$ cat config.mk
export PLATFORM = sky130hd
export DESIGN_NAME = circular_deque_top
export DESIGN_NICKNAME = d
export VERILOG_FILES = /design/src/sv/cdq_pkg.sv /design/src/sv/cdq_ctrl.sv /design/src/sv/cdq_dpath.sv /design/src/sv/circular_deque_top.sv
export VERILOG_INCLUDE_DIRS = /design/src /design/src/sv
export SDC_FILE = /design/constraint.sdc
export NUM_CORES = 2
export LEC_CHECK = 0
export ABC_AREA = 1
export BUFFER_PORTS_ARGS = -buffer_cell sky130_fd_sc_hd__buf_2
export CAP_MARGIN = 20
export CORE_MARGIN = 8
export CORE_UTILIZATION = 57
export DETAILED_ROUTE_END_ITERATION = 6
export PLACE_DENSITY = 0.73
export SYNTH_ARGS = -nofsm -noshare
export SYNTH_HDL_FRONTEND = slang
export SYNTH_SLANG_ARGS = --single-unit
$ cat constraint.sdc
create_clock -name clk -period 4.14 [get_ports clk]
set_input_delay 0.414 -clock clk [delete_from_list [all_inputs] [get_ports clk]]
set_output_delay 0.414 -clock clk [all_outputs]
set_load 0.03 [all_outputs]
$ cat src/sv/assert_macros.svh
// ---------------------------------------------------------------------------
// assert_macros.svh
// Concurrent assertion macros for cdq_dpath; expect clk and rst_n in scope.
// ---------------------------------------------------------------------------
`ifndef ASSERT_MACROS_SVH
`define ASSERT_MACROS_SVH

// same-cycle implication
`define CDQ_ASSERT_NOW(label, ante, cons) \
  label: assert property (@(posedge clk) disable iff (!rst_n) (ante) |-> (cons)) \
    else $error("assertion failed (same cycle)");

// next-cycle implication
`define CDQ_ASSERT_NEXT(label, ante, cons) \
  label: assert property (@(posedge clk) disable iff (!rst_n) (ante) |=> (cons)) \
    else $error("assertion failed (next cycle)");

`endif

$ cat src/sv/cdq_pkg.sv
// ---------------------------------------------------------------------------
// cdq_pkg
// Opcodes, error codes and controller/datapath interface types.
// ---------------------------------------------------------------------------
package cdq_pkg;

  localparam logic [1:0] OP_PUSH_REAR  = 2'd0;
  localparam logic [1:0] OP_PUSH_FRONT = 2'd1;
  localparam logic [1:0] OP_POP_FRONT  = 2'd2;
  localparam logic [1:0] OP_POP_REAR   = 2'd3;

  localparam logic [1:0] ERR_OK    = 2'd0;
  localparam logic [1:0] ERR_FULL  = 2'd1;
  localparam logic [1:0] ERR_EMPTY = 2'd2;

  // read address select
  typedef logic [1:0] rd_sel_t;
  localparam rd_sel_t RD_POP   = 2'd0;
  localparam rd_sel_t RD_FRONT = 2'd1;
  localparam rd_sel_t RD_REAR  = 2'd2;

  localparam int CNT_W = 7;

  typedef struct packed {
    logic    latch;
    logic    exec;
    logic    rd_en;
    rd_sel_t rd_sel;
    logic    cap_pop;
    logic    cap_front;
    logic    load_out;
  } cdq_cmd_t;

  typedef struct packed {
    logic out_busy;
  } cdq_stat_t;

endpackage

$ cat src/sv/cdq_ctrl.sv
// ---------------------------------------------------------------------------
// cdq_ctrl
// Sequencer: accept, execute, read front/rear slots, write back result.
// ---------------------------------------------------------------------------
module cdq_ctrl (
  input  logic              clk,
  input  logic              rst_n,
  input  logic              in_valid,
  output logic              in_ready,
  input  cdq_pkg::cdq_stat_t stat_i,
  output cdq_pkg::cdq_cmd_t  cmd_o
);
  import cdq_pkg::*;

  localparam logic [2:0] S_IDLE = 3'd0;
  localparam logic [2:0] S_EXEC = 3'd1;
  localparam logic [2:0] S_RDF  = 3'd2;
  localparam logic [2:0] S_RDR  = 3'd3;
  localparam logic [2:0] S_WB   = 3'd4;

  logic [2:0] state_r;
  logic [2:0] state_nxt;

  always_comb begin
    state_nxt = state_r;
    cmd_o     = '0;
    in_ready  = 1'b0;
    case (state_r)
      S_IDLE: begin
        in_ready    = 1'b1;
        cmd_o.latch = in_valid;
        if (in_valid) state_nxt = S_EXEC;
      end
      S_EXEC: begin
        cmd_o.exec   = 1'b1;
        cmd_o.rd_en  = 1'b1;
        cmd_o.rd_sel = RD_POP;
        state_nxt    = S_RDF;
      end
      S_RDF: begin
        cmd_o.cap_pop = 1'b1;
        cmd_o.rd_en   = 1'b1;
        cmd_o.rd_sel  = RD_FRONT;
        state_nxt     = S_RDR;
      end
      S_RDR: begin
        cmd_o.cap_front = 1'b1;
        cmd_o.rd_en     = 1'b1;
        cmd_o.rd_sel    = RD_REAR;
        state_nxt       = S_WB;
      end
      S_WB: begin
        // wait for the output word to drain
        if (!stat_i.out_busy) begin
          cmd_o.load_out = 1'b1;
          state_nxt      = S_IDLE;
        end
      end
      default: begin
        state_nxt = S_IDLE;
      end
    endcase
  end

  always_ff @(posedge clk) begin
    if (!rst_n) begin
      state_r <= S_IDLE;
    end else begin
      state_r <= state_nxt;
    end
  end

endmodule

$ cat src/sv/cdq_dpath.sv
// ---------------------------------------------------------------------------
// cdq_dpath
// Slot memory, front/rear pointers, status and output word register.
// ---------------------------------------------------------------------------
`include "assert_macros.svh"

module cdq_dpath #(
  parameter int DEPTH = 128
) (
  input  logic                   clk,
  input  logic                   rst_n,
  input  logic [1:0]             in_opcode,
  input  logic [7:0]             in_value,
  input  cdq_pkg::cdq_cmd_t      cmd_i,
  output cdq_pkg::cdq_stat_t     stat_o,
  output logic                   out_valid,
  input  logic                   out_ready,
  output logic [7:0]             out_popped_value,
  output logic [1:0]             out_error_code,
  output logic [cdq_pkg::CNT_W-1:0] out_entry_count,
  output logic                   out_is_empty_flag,
  output logic                   out_is_full_flag,
  output logic [7:0]             out_front_byte,
  output logic [7:0]             out_rear_byte
);
  import cdq_pkg::*;

  localparam int IW = (DEPTH > 1) ? $clog2(DEPTH) : 1;
  localparam int CW = IW + 1;
  localparam logic [IW-1:0] LAST  = IW'(DEPTH - 1);
  localparam logic [CW-1:0] DEPTH_C = CW'(DEPTH);

  function automatic logic [IW-1:0] wrap_inc(input logic [IW-1:0] p);
    return (p == LAST) ? '0 : p + 1'b1;
  endfunction

  function automatic logic [IW-1:0] wrap_dec(input logic [IW-1:0] p);
    return (p == '0) ? LAST : p - 1'b1;
  endfunction

  logic [7:0]    mem [DEPTH];
  logic [1:0]    op_r;
  logic [7:0]    val_r;
  logic [IW-1:0] front_r, front_nxt;
  logic [IW-1:0] rear_r, rear_nxt;
  logic [1:0]    err_r, err_nxt;
  logic [7:0]    pop_r;
  logic [7:0]    frontb_r;
  logic [7:0]    rdata_r;
  logic          wr_en;
  logic [IW-1:0] wr_addr;
  logic [IW-1:0] rd_addr;
  logic          empty_now, full_now;
  logic [CW-1:0] cnt;
  logic [CW+CNT_W-1:0] cnt_ext;
  logic          out_valid_r;

  assign empty_now = (front_r == rear_r);
  assign full_now  = (wrap_inc(rear_r) == front_r);

  always_comb begin
    front_nxt = front_r;
    rear_nxt  = rear_r;
    err_nxt   = ERR_OK;
    wr_en     = 1'b0;
    wr_addr   = wrap_inc(rear_r);
    case (op_r)
      OP_PUSH_REAR: begin
        if (full_now) begin
          err_nxt = ERR_FULL;
        end else begin
          wr_en    = cmd_i.exec;
          wr_addr  = wrap_inc(rear_r);
          rear_nxt = wrap_inc(rear_r);
        end
      end
      OP_PUSH_FRONT: begin
        if (full_now) begin
          err_nxt = ERR_FULL;
        end else begin
          wr_en     = cmd_i.exec;
          wr_addr   = front_r;
          front_nxt = wrap_dec(front_r);
        end
      end
      OP_POP_FRONT: begin
        if (empty_now) err_nxt = ERR_EMPTY;
        else front_nxt = wrap_inc(front_r);
      end
      default: begin
        if (empty_now) err_nxt = ERR_EMPTY;
        else rear_nxt = wrap_dec(rear_r);
      end
    endcase
  end

  // pop reads use the pointers before they move
  always_comb begin
    case (cmd_i.rd_sel)
      RD_POP:   rd_addr = (op_r == OP_POP_FRONT) ? wrap_inc(front_r) : rear_r;
      RD_FRONT: rd_addr = wrap_inc(front_r);
      default:  rd_addr = rear_r;
    endcase
  end

  always_ff @(posedge clk) begin
    if (wr_en) mem[wr_addr] <= val_r;
    if (cmd_i.rd_en) rdata_r <= mem[rd_addr];
  end

  always_ff @(posedge clk) begin
    if (cmd_i.latch) begin
      op_r  <= in_opcode;
      val_r <= in_value;
    end
    if (cmd_i.exec) err_r <= err_nxt;
    if (cmd_i.cap_pop) begin
      pop_r <= ((err_r == ERR_OK) && op_r[1]) ? rdata_r : 8'd0;
    end
    if (cmd_i.cap_front) frontb_r <= rdata_r;
  end

  always_ff @(posedge clk) begin
    if (!rst_n) begin
      front_r <= '0;
      rear_r  <= '0;
    end else if (cmd_i.exec) begin
      front_r <= front_nxt;
      rear_r  <= rear_nxt;
    end
  end

  assign cnt     = (rear_r >= front_r) ? (CW'(rear_r) - CW'(front_r))
                                       : (CW'(rear_r) + DEPTH_C - CW'(front_r));
  assign cnt_ext = {{CNT_W{1'b0}}, cnt};

  always_ff @(posedge clk) begin
    if (!rst_n) begin
      out_valid_r <= 1'b0;
    end else if (cmd_i.load_out) begin
      out_valid_r <= 1'b1;
    end else if (out_ready) begin
      out_valid_r <= 1'b0;
    end
  end

  always_ff @(posedge clk) begin
    if (cmd_i.load_out) begin
      out_popped_value  <= pop_r;
      out_error_code    <= err_r;
      out_entry_count   <= cnt_ext[CNT_W-1:0];
      out_is_empty_flag <= empty_now;
      out_is_full_flag  <= full_now;
      out_front_byte    <= empty_now ? 8'd0 : frontb_r;
      out_rear_byte     <= empty_now ? 8'd0 : rdata_r;
    end
  end

  assign out_valid       = out_valid_r;
  assign stat_o.out_busy = out_valid_r && !out_ready;

  `CDQ_ASSERT_NOW(a_ptr_range, 1'b1, (front_r <= LAST) && (rear_r <= LAST))
  `CDQ_ASSERT_NEXT(a_err_holds_ptrs, cmd_i.exec && (err_nxt != ERR_OK),
                   (front_r == $past(front_r)) && (rear_r == $past(rear_r)))
  `CDQ_ASSERT_NOW(a_no_overwrite, cmd_i.load_out, !out_valid_r || out_ready)

endmodule

$ cat src/sv/circular_deque_top.sv
// ---------------------------------------------------------------------------
// circular_deque_top
// Byte deque in a circular slot memory; one status word per operation.
// ---------------------------------------------------------------------------
// Usage:
//   Input channel (in_valid/in_ready) carries an opcode and a byte: push rear,
//   push front, pop front, pop rear. Each accepted word yields exactly one
//   result word on out_valid/out_ready: popped byte, error code, count,
//   empty/full flags and the front and rear bytes after the operation.
//   Capacity is DEPTH-1 bytes. A push when full or pop when empty reports an
//   error and leaves the deque unchanged.
//   An accepted word passes through execute, front read, rear read and
//   write-back before out_valid rises. One word is worked on at a time; the
//   single-read-port slot memory is visited three times per word (popped slot,
//   front slot, rear slot), so a new word is taken only after write-back.
//   The result sits in an output register, so the next word is accepted
//   while it waits; if the receiver still stalls when the following result
//   is ready, the block holds in write-back until the register frees.
//   Reset (rst_n low, synchronous) empties the deque and clears out_valid;
//   slot contents are not cleared.
// ---------------------------------------------------------------------------
module circular_deque_top #(
  parameter int DEPTH = 128
) (
  input  logic       clk,
  input  logic       rst_n,
  input  logic       in_valid,
  output logic       in_ready,
  input  logic [1:0] in_opcode,
  input  logic [7:0] in_value,
  output logic       out_valid,
  input  logic       out_ready,
  output logic [7:0] out_popped_value,
  output logic [1:0] out_error_code,
  output logic [cdq_pkg::CNT_W-1:0] out_entry_count,
  output logic       out_is_empty_flag,
  output logic       out_is_full_flag,
  output logic [7:0] out_front_byte,
  output logic [7:0] out_rear_byte
);
  import cdq_pkg::*;

  cdq_cmd_t  cmd;
  cdq_stat_t stat;

  cdq_ctrl u_ctrl (
    .clk      (clk),
    .rst_n    (rst_n),
    .in_valid (in_valid),
    .in_ready (in_ready),
    .stat_i   (stat),
    .cmd_o    (cmd)
  );

  cdq_dpath #(
    .DEPTH (DEPTH)
  ) u_dpath (
    .clk               (clk),
    .rst_n             (rst_n),
    .in_opcode         (in_opcode),
    .in_value          (in_value),
    .cmd_i             (cmd),
    .stat_o            (stat),
    .out_valid         (out_valid),
    .out_ready         (out_ready),
    .out_popped_value  (out_popped_value),
    .out_error_code    (out_error_code),
    .out_entry_count   (out_entry_count),
    .out_is_empty_flag (out_is_empty_flag),
    .out_is_full_flag  (out_is_full_flag),
    .out_front_byte    (out_front_byte),
    .out_rear_byte     (out_rear_byte)
  );

endmodule

# == Yosys cells after proc, flatten, opt, wreduce, memory -nomap -nowiden ==
# Memories as Yosys holds them, arrays and structs flattened. A register that Yosys moved wholly into a read port is not among the register bits.
# Index checks and enable logic that the tools add are counted.
# classes
n_eq_ne,17
muxes,35
order_cmp,1
bitwise,1
add_sub_neg,7
reduce_logical,16
# ops
op,count
7-bit two-way mux,12
7-bit one-hot mux with 2 select lines,3
7-bit by 1-bit adder with 7-bit output (second input constant),3
3-bit one-hot mux with 5 select lines,1
7-bit equality test,2
7-bit equality test (second input constant),2
7-bit zero test,2
1-bit two-way mux,14
7-bit by 1-bit subtractor with 7-bit output (second input constant),2
7-bit subtractor,2
2-bit inequality test (second input constant),6
3-bit one-hot mux with 3 select lines,1
4-bit AND reduction,2
7-bit greater-or-equal comparator,1
3-bit by 2-bit equality test with 1-bit output (second input constant),2
2-bit zero test,3
3-bit two-way mux,2
2-bit by 1-bit equality test with 1-bit output (second input constant),2
2-bit two-way mux,2
2-bit nonzero test,2
2-bit OR reduction,2
3-bit by 1-bit equality test with 1-bit output (second input constant),1
3-bit equality test (second input constant),1
3-bit zero test,1
other kinds (5),6
# word_totals
in_bits,14
register_bits,81
mem_count,1
mem_bits_rw,1024
wordCells,94
out_inout_bits,37
# mem_list
memory,words,width,read_ports,rd_clocked_by_memory_dff,wr,line,text
u_dpath.mem,128,8,1,1,1,cdq_dpath.sv:41,logic [7:0] mem [DEPTH];

# == Logic depth before layout (Yosys ltp) ==
# depth
word_depth,7
depth_mapped,21
depth_no_buf,20

# == Modules after synthesis ==
# A second synthesis with hierarchy kept.
# hier_totals
hier_cells,4570
hier_area_um2,49616.3
# modules_own_cells
mod,area_per_inst_um2,n_inst,cells_each,seq_area_each_um2
cdq_dpath,49443.7,1,4542,33181.8
cdq_ctrl,172.7,1,28,60.1

# == Worst setup path before layout ==
# OpenSTA, ideal clock, no wires.
# synth_path
kind,register to register
start,register u_dpath.out_valid_r (netlist: u_dpath.out_valid)
end,register u_dpath.out_entry_count[0] (netlist bit) (enable)
required_time_ns,3.622
setup_slack_ns,-0.319
path_buffers,0
path_stages_with_launch,4
setup_time_ns,0.518
arrival_time_ns,3.941
path_cell_list,dfxtp_1 inv_1 nor2_1 nor4_1
# synth_lines
item,line,text
start: declaration,cdq_dpath.sv:56,logic out_valid_r;
start signal: assignment,cdq_dpath.sv:139,out_valid_r <= 1'b0;
start signal: assignment,cdq_dpath.sv:141,out_valid_r <= 1'b1;
start signal: assignment,cdq_dpath.sv:143,out_valid_r <= 1'b0;
end signal: assignment,cdq_dpath.sv:151,out_entry_count <= cnt_ext[CNT_W-1:0];
end: declaration,cdq_dpath.sv:20,"output logic [cdq_pkg::CNT_W-1:0] out_entry_count,"

# == Worst setup path in the final report ==
# layout_path
start,register u_dpath.op_r[1]
end,memory u_dpath.mem[78][5] (enable)
# layout_via
elab_chain_cells,5
word_cells_on_any_way,7
cone_classes,1 x eq/ne; 4 x mux; 2 x reduce/logical
# layout_rtl
item,line,text
start: declaration,cdq_dpath.sv:42,logic [1:0] op_r;
start signal: assignment,cdq_dpath.sv:113,op_r <= in_opcode;
2-bit by 1-bit equality test with 1-bit output / 2-bit zero test (equally long branches),cdq_dpath.sv:67,case (op_r)
2-bit OR reduction (no source line),-,
1-bit two-way mux,-,
1-bit two-way mux,cdq_dpath.sv:107,if (wr_en) mem[wr_addr] <= val_r;
1-bit two-way mux (not written as such),cdq_dpath.sv:107,
end: declaration,cdq_dpath.sv:41,
# Several ways; a longest one is shown, not always the timed one.

==> flow_summary.toml <==
[route]
routed_wl_mm = 128
drtPass1Iterations = 7
antenna_left = 0
dr_total_vias = 34200
vias_per_cell = 5.83
drc = 3
wl_per_cell_um = 21.8
drtIter0Drc = 4641

[timing]
final_hold_viol_count = 0
clock_skew_ns = 0.0491
worst_pin_slew_ns = 1.19
finalCriticalPeriod_ns = 3.99
fmax_mhz = 250
timing.final.crit_share = 0.964
maxSlewHeadroom = 0.203
slew_violations = 0
holdWs_ns = 0.0822
rsz0062_at_grt = "true"
setup_ws_ns = 0.147
finalSetupViolations = 0

[synthesis]
synthArstFlopShare = 0
ys_warn_count = 0
synthesis.instances = 4607
ys_ff_latch = 1113
synth_top_cell_area_share = 0.659
synthTopCellsByArea = "edfxtp_1 66%, nand3_1 10%, nand2_1 6.4%"
yosys.area.top_type = "edfxtp_1"
synth.most_common_cell = "edfxtp_1"
synthFlopType = "edfxtp_1"
yosysUniqueCellTypes = 38
avgSynthCellArea_um2 = 10.8
syn_area_mm2 = 0.0499
syn_nets = 4637
yosys-top-cells-count = "1095 x edfxtp_1, 1010 x nand3_1, 853 x nand2_1"
synth_edf_count = 1095
ys_seq_area_frac = 0.666

[grt]
antenna_found_initial = 0
grt.total_usage = 0.257
overflow = 0
first_global_vias = 32900
grt_pass1_wl_mm = 196
grt_max_degree = 145

[place]
dp_slack_ns = 0.279
port_buffers = 50
dpl.hpwl_mm = 72.1
placedInstanceArea_mm2 = 0.0514
dp.cells = 5636
place_congestion = 0.939

[worst_setup_path]
rr_startpoint = "u_dpath.op_r[1]"
crit_slowest_cell = "nor2_1"
worst-setup-path-type = "reg -> reg"
end_kind = "register"
worstPathArrival_ns = 4.31
critPathMaxStageDelay_ns = 0.79
path_cells = "inv_1 -> ha_1 -> clkinv_1 -> o21ai_0 -> inv_1 -> nor2_1 -> nand2_1 -> nor2_1"
cp_max_fo = 10
cp_top_family = "simple AND/OR/NAND/NOR gates"
cp.required_ns = 4.46
startpoint = "u_dpath.op_r[1]"
path_buf_inv = 3
setup.worst_path.start_class = "register"

[layout]
layout-drive-gt1-share = 0.0730
layout.cells.non_filler = 5853
final_area_mm2 = 0.0550
nNetsFinal = 4634
antenna_cells = 0
n_fill_cell = 6534
areaGrowthSynthToFinish_pct = 10.1

[clock_tree]
cts_tree = "yes"
insertion_delay_ns = 0.72
cts.sinks = 1113
clock_path_buffers = 3
cts_buffers = 110
cts.clk_slew.worst_paths_ns = 0.06
cts_root_buf = "clkbuf_16"
htree_levels = 3

[hold_path]
hp-start = "in_valid"
worstHoldPathType = "in -> reg"

[outcome]
violations = "DRC"
outcome = "finished, violations left"

[floorplanning]
floorplan.initialDensity = 0.575
rows = 108
die_y_um = 312
dieArea_mm2 = 0.0973
die_w_um = 312
core_area_mm2 = 0.0868
num_io_pins = 51

[job]
max_cap_violations = 0

[power_and_ir_drop]
ir_drop_v = 0.000454
power_mw = 29.2
leakage_nw = 21.5
p_per_area_mw_per_mm2 = 532
[stage by stage]
| step | TNS [ns] | util |
|---|---|---|
| after detailed placement | 0 | 0.592 |
| after global routing | -0.0530 | 0.634 |
| final | 0 | 0.634 |
| after CTS | 0 | 0.633 |
| after floorplan | 0 | - |
| after global placement | 0 | 0.592 |
[final timing paths]
kind                            cells after the start  slack, ns                          end
worst max-delay path                                8       0.15           u_dpath.mem[78][5]
worst min register to register                      0       0.42  u_dpath.out_popped_value[3]
worst max register to register                      8       0.15           u_dpath.mem[78][5]
worst min-delay path                                3       0.08            u_ctrl.state_r[0]
[cell type report]
type,instances,area (um2),share of cell area
repair buffers,169,1600,0.0291
clock buffers,139,2890,0.0526
well taps,1155,1450,0.0263
flip-flops and latches,1113,33200,0.605
multi-input cells,2557,12800,0.232
clock inverters,67,568,0.0103
inverters,653,2460,0.0448
[repair_timing]
item	CTS	global route
hold endpoints to repair	10	0
setup buffers	0	0
resized for setup	0	2
hold buffers	10	0
endpoints found under the setup margin	0	16
[power by group]
group          internal (mW)  switching [mW]
registers               12.7           0.155
logic                   1.90            4.89
clock network           5.34            4.30
[cell usage in the layout (no fill, tap or decap), drive strengths merged]
cell type	count
clkinv	57
clkbuf	139
bufinv	6
ha	15
nor4	2
nand2	860
dfxtp	18
a31oi	4
dlygate4sd3	10
nand4	6
inv	654
edfxtp	1095
nor3	8
fa	1
a211oi	1
o31ai	1
nor2	193
nand3b	352
o211a	1
o22ai	2
or2	2
xnor2	4
buf	159
xor2	15
nand3	1012
o211ai	11
o21ai	42
clkinvlp	3
a21oi	25
[registers in the layout (all words and copies together), names as in the netlist]
register and cells:
u_dpath.rear_r 7, u_dpath.out_is_full_flag 1, u_dpath.val_r 8, u_dpath.frontb_r 8, u_dpath.out_entry_count 7, u_dpath.out_popped_value 8
u_dpath.out_valid 1, u_dpath.mem 1024, u_dpath.err_r 2, u_ctrl.state_r 3, u_dpath.front_r 7, u_dpath.op_r 2
u_dpath.out_rear_byte 8, u_dpath.out_is_empty_flag 1, u_dpath.out_front_byte 8, u_dpath.out_error_code 2, u_dpath.rdata_r 8, u_dpath.pop_r 8
[worst register-to-register path, cell delays in order, from the launching register on]
cell	delay, ns
edfxtp_1	0.43
inv_1	0.11
ha_1	0.19
clkinv_1	0.23
o21ai_0	0.63
inv_1	0.14
nor2_1	0.61
nand2_1	0.48
nor2_1	0.79
[metal layers]
layer | track usage | part of all wire | up-vias
met3 | 0.0536 | 0.11 | 264
li1 | - | - | 15700
met4 | 0.0851 | 0.030 | 0
met5 | 0 | 0 | -
met1 | 0.359 | 0.40 | 16500
met2 | 0.402 | 0.46 | 1757
[cells by family (layout without fill, tap and decap cells)]
kind of cell             Yosys count  in the layout  share of synthesized area
flip-flops                      1113           1113                      0.666
XOR/XNOR                          19             19                    0.00333
AO/OA/AOI/OAI                     87             87                    0.00978
AND/OR/NAND/NOR                 2435           2435                      0.237
buffers and inverters            937           1028                     0.0797
adder cells (fa/ha/maj)           16             16                    0.00416
(Power assumes the default switching activity.)
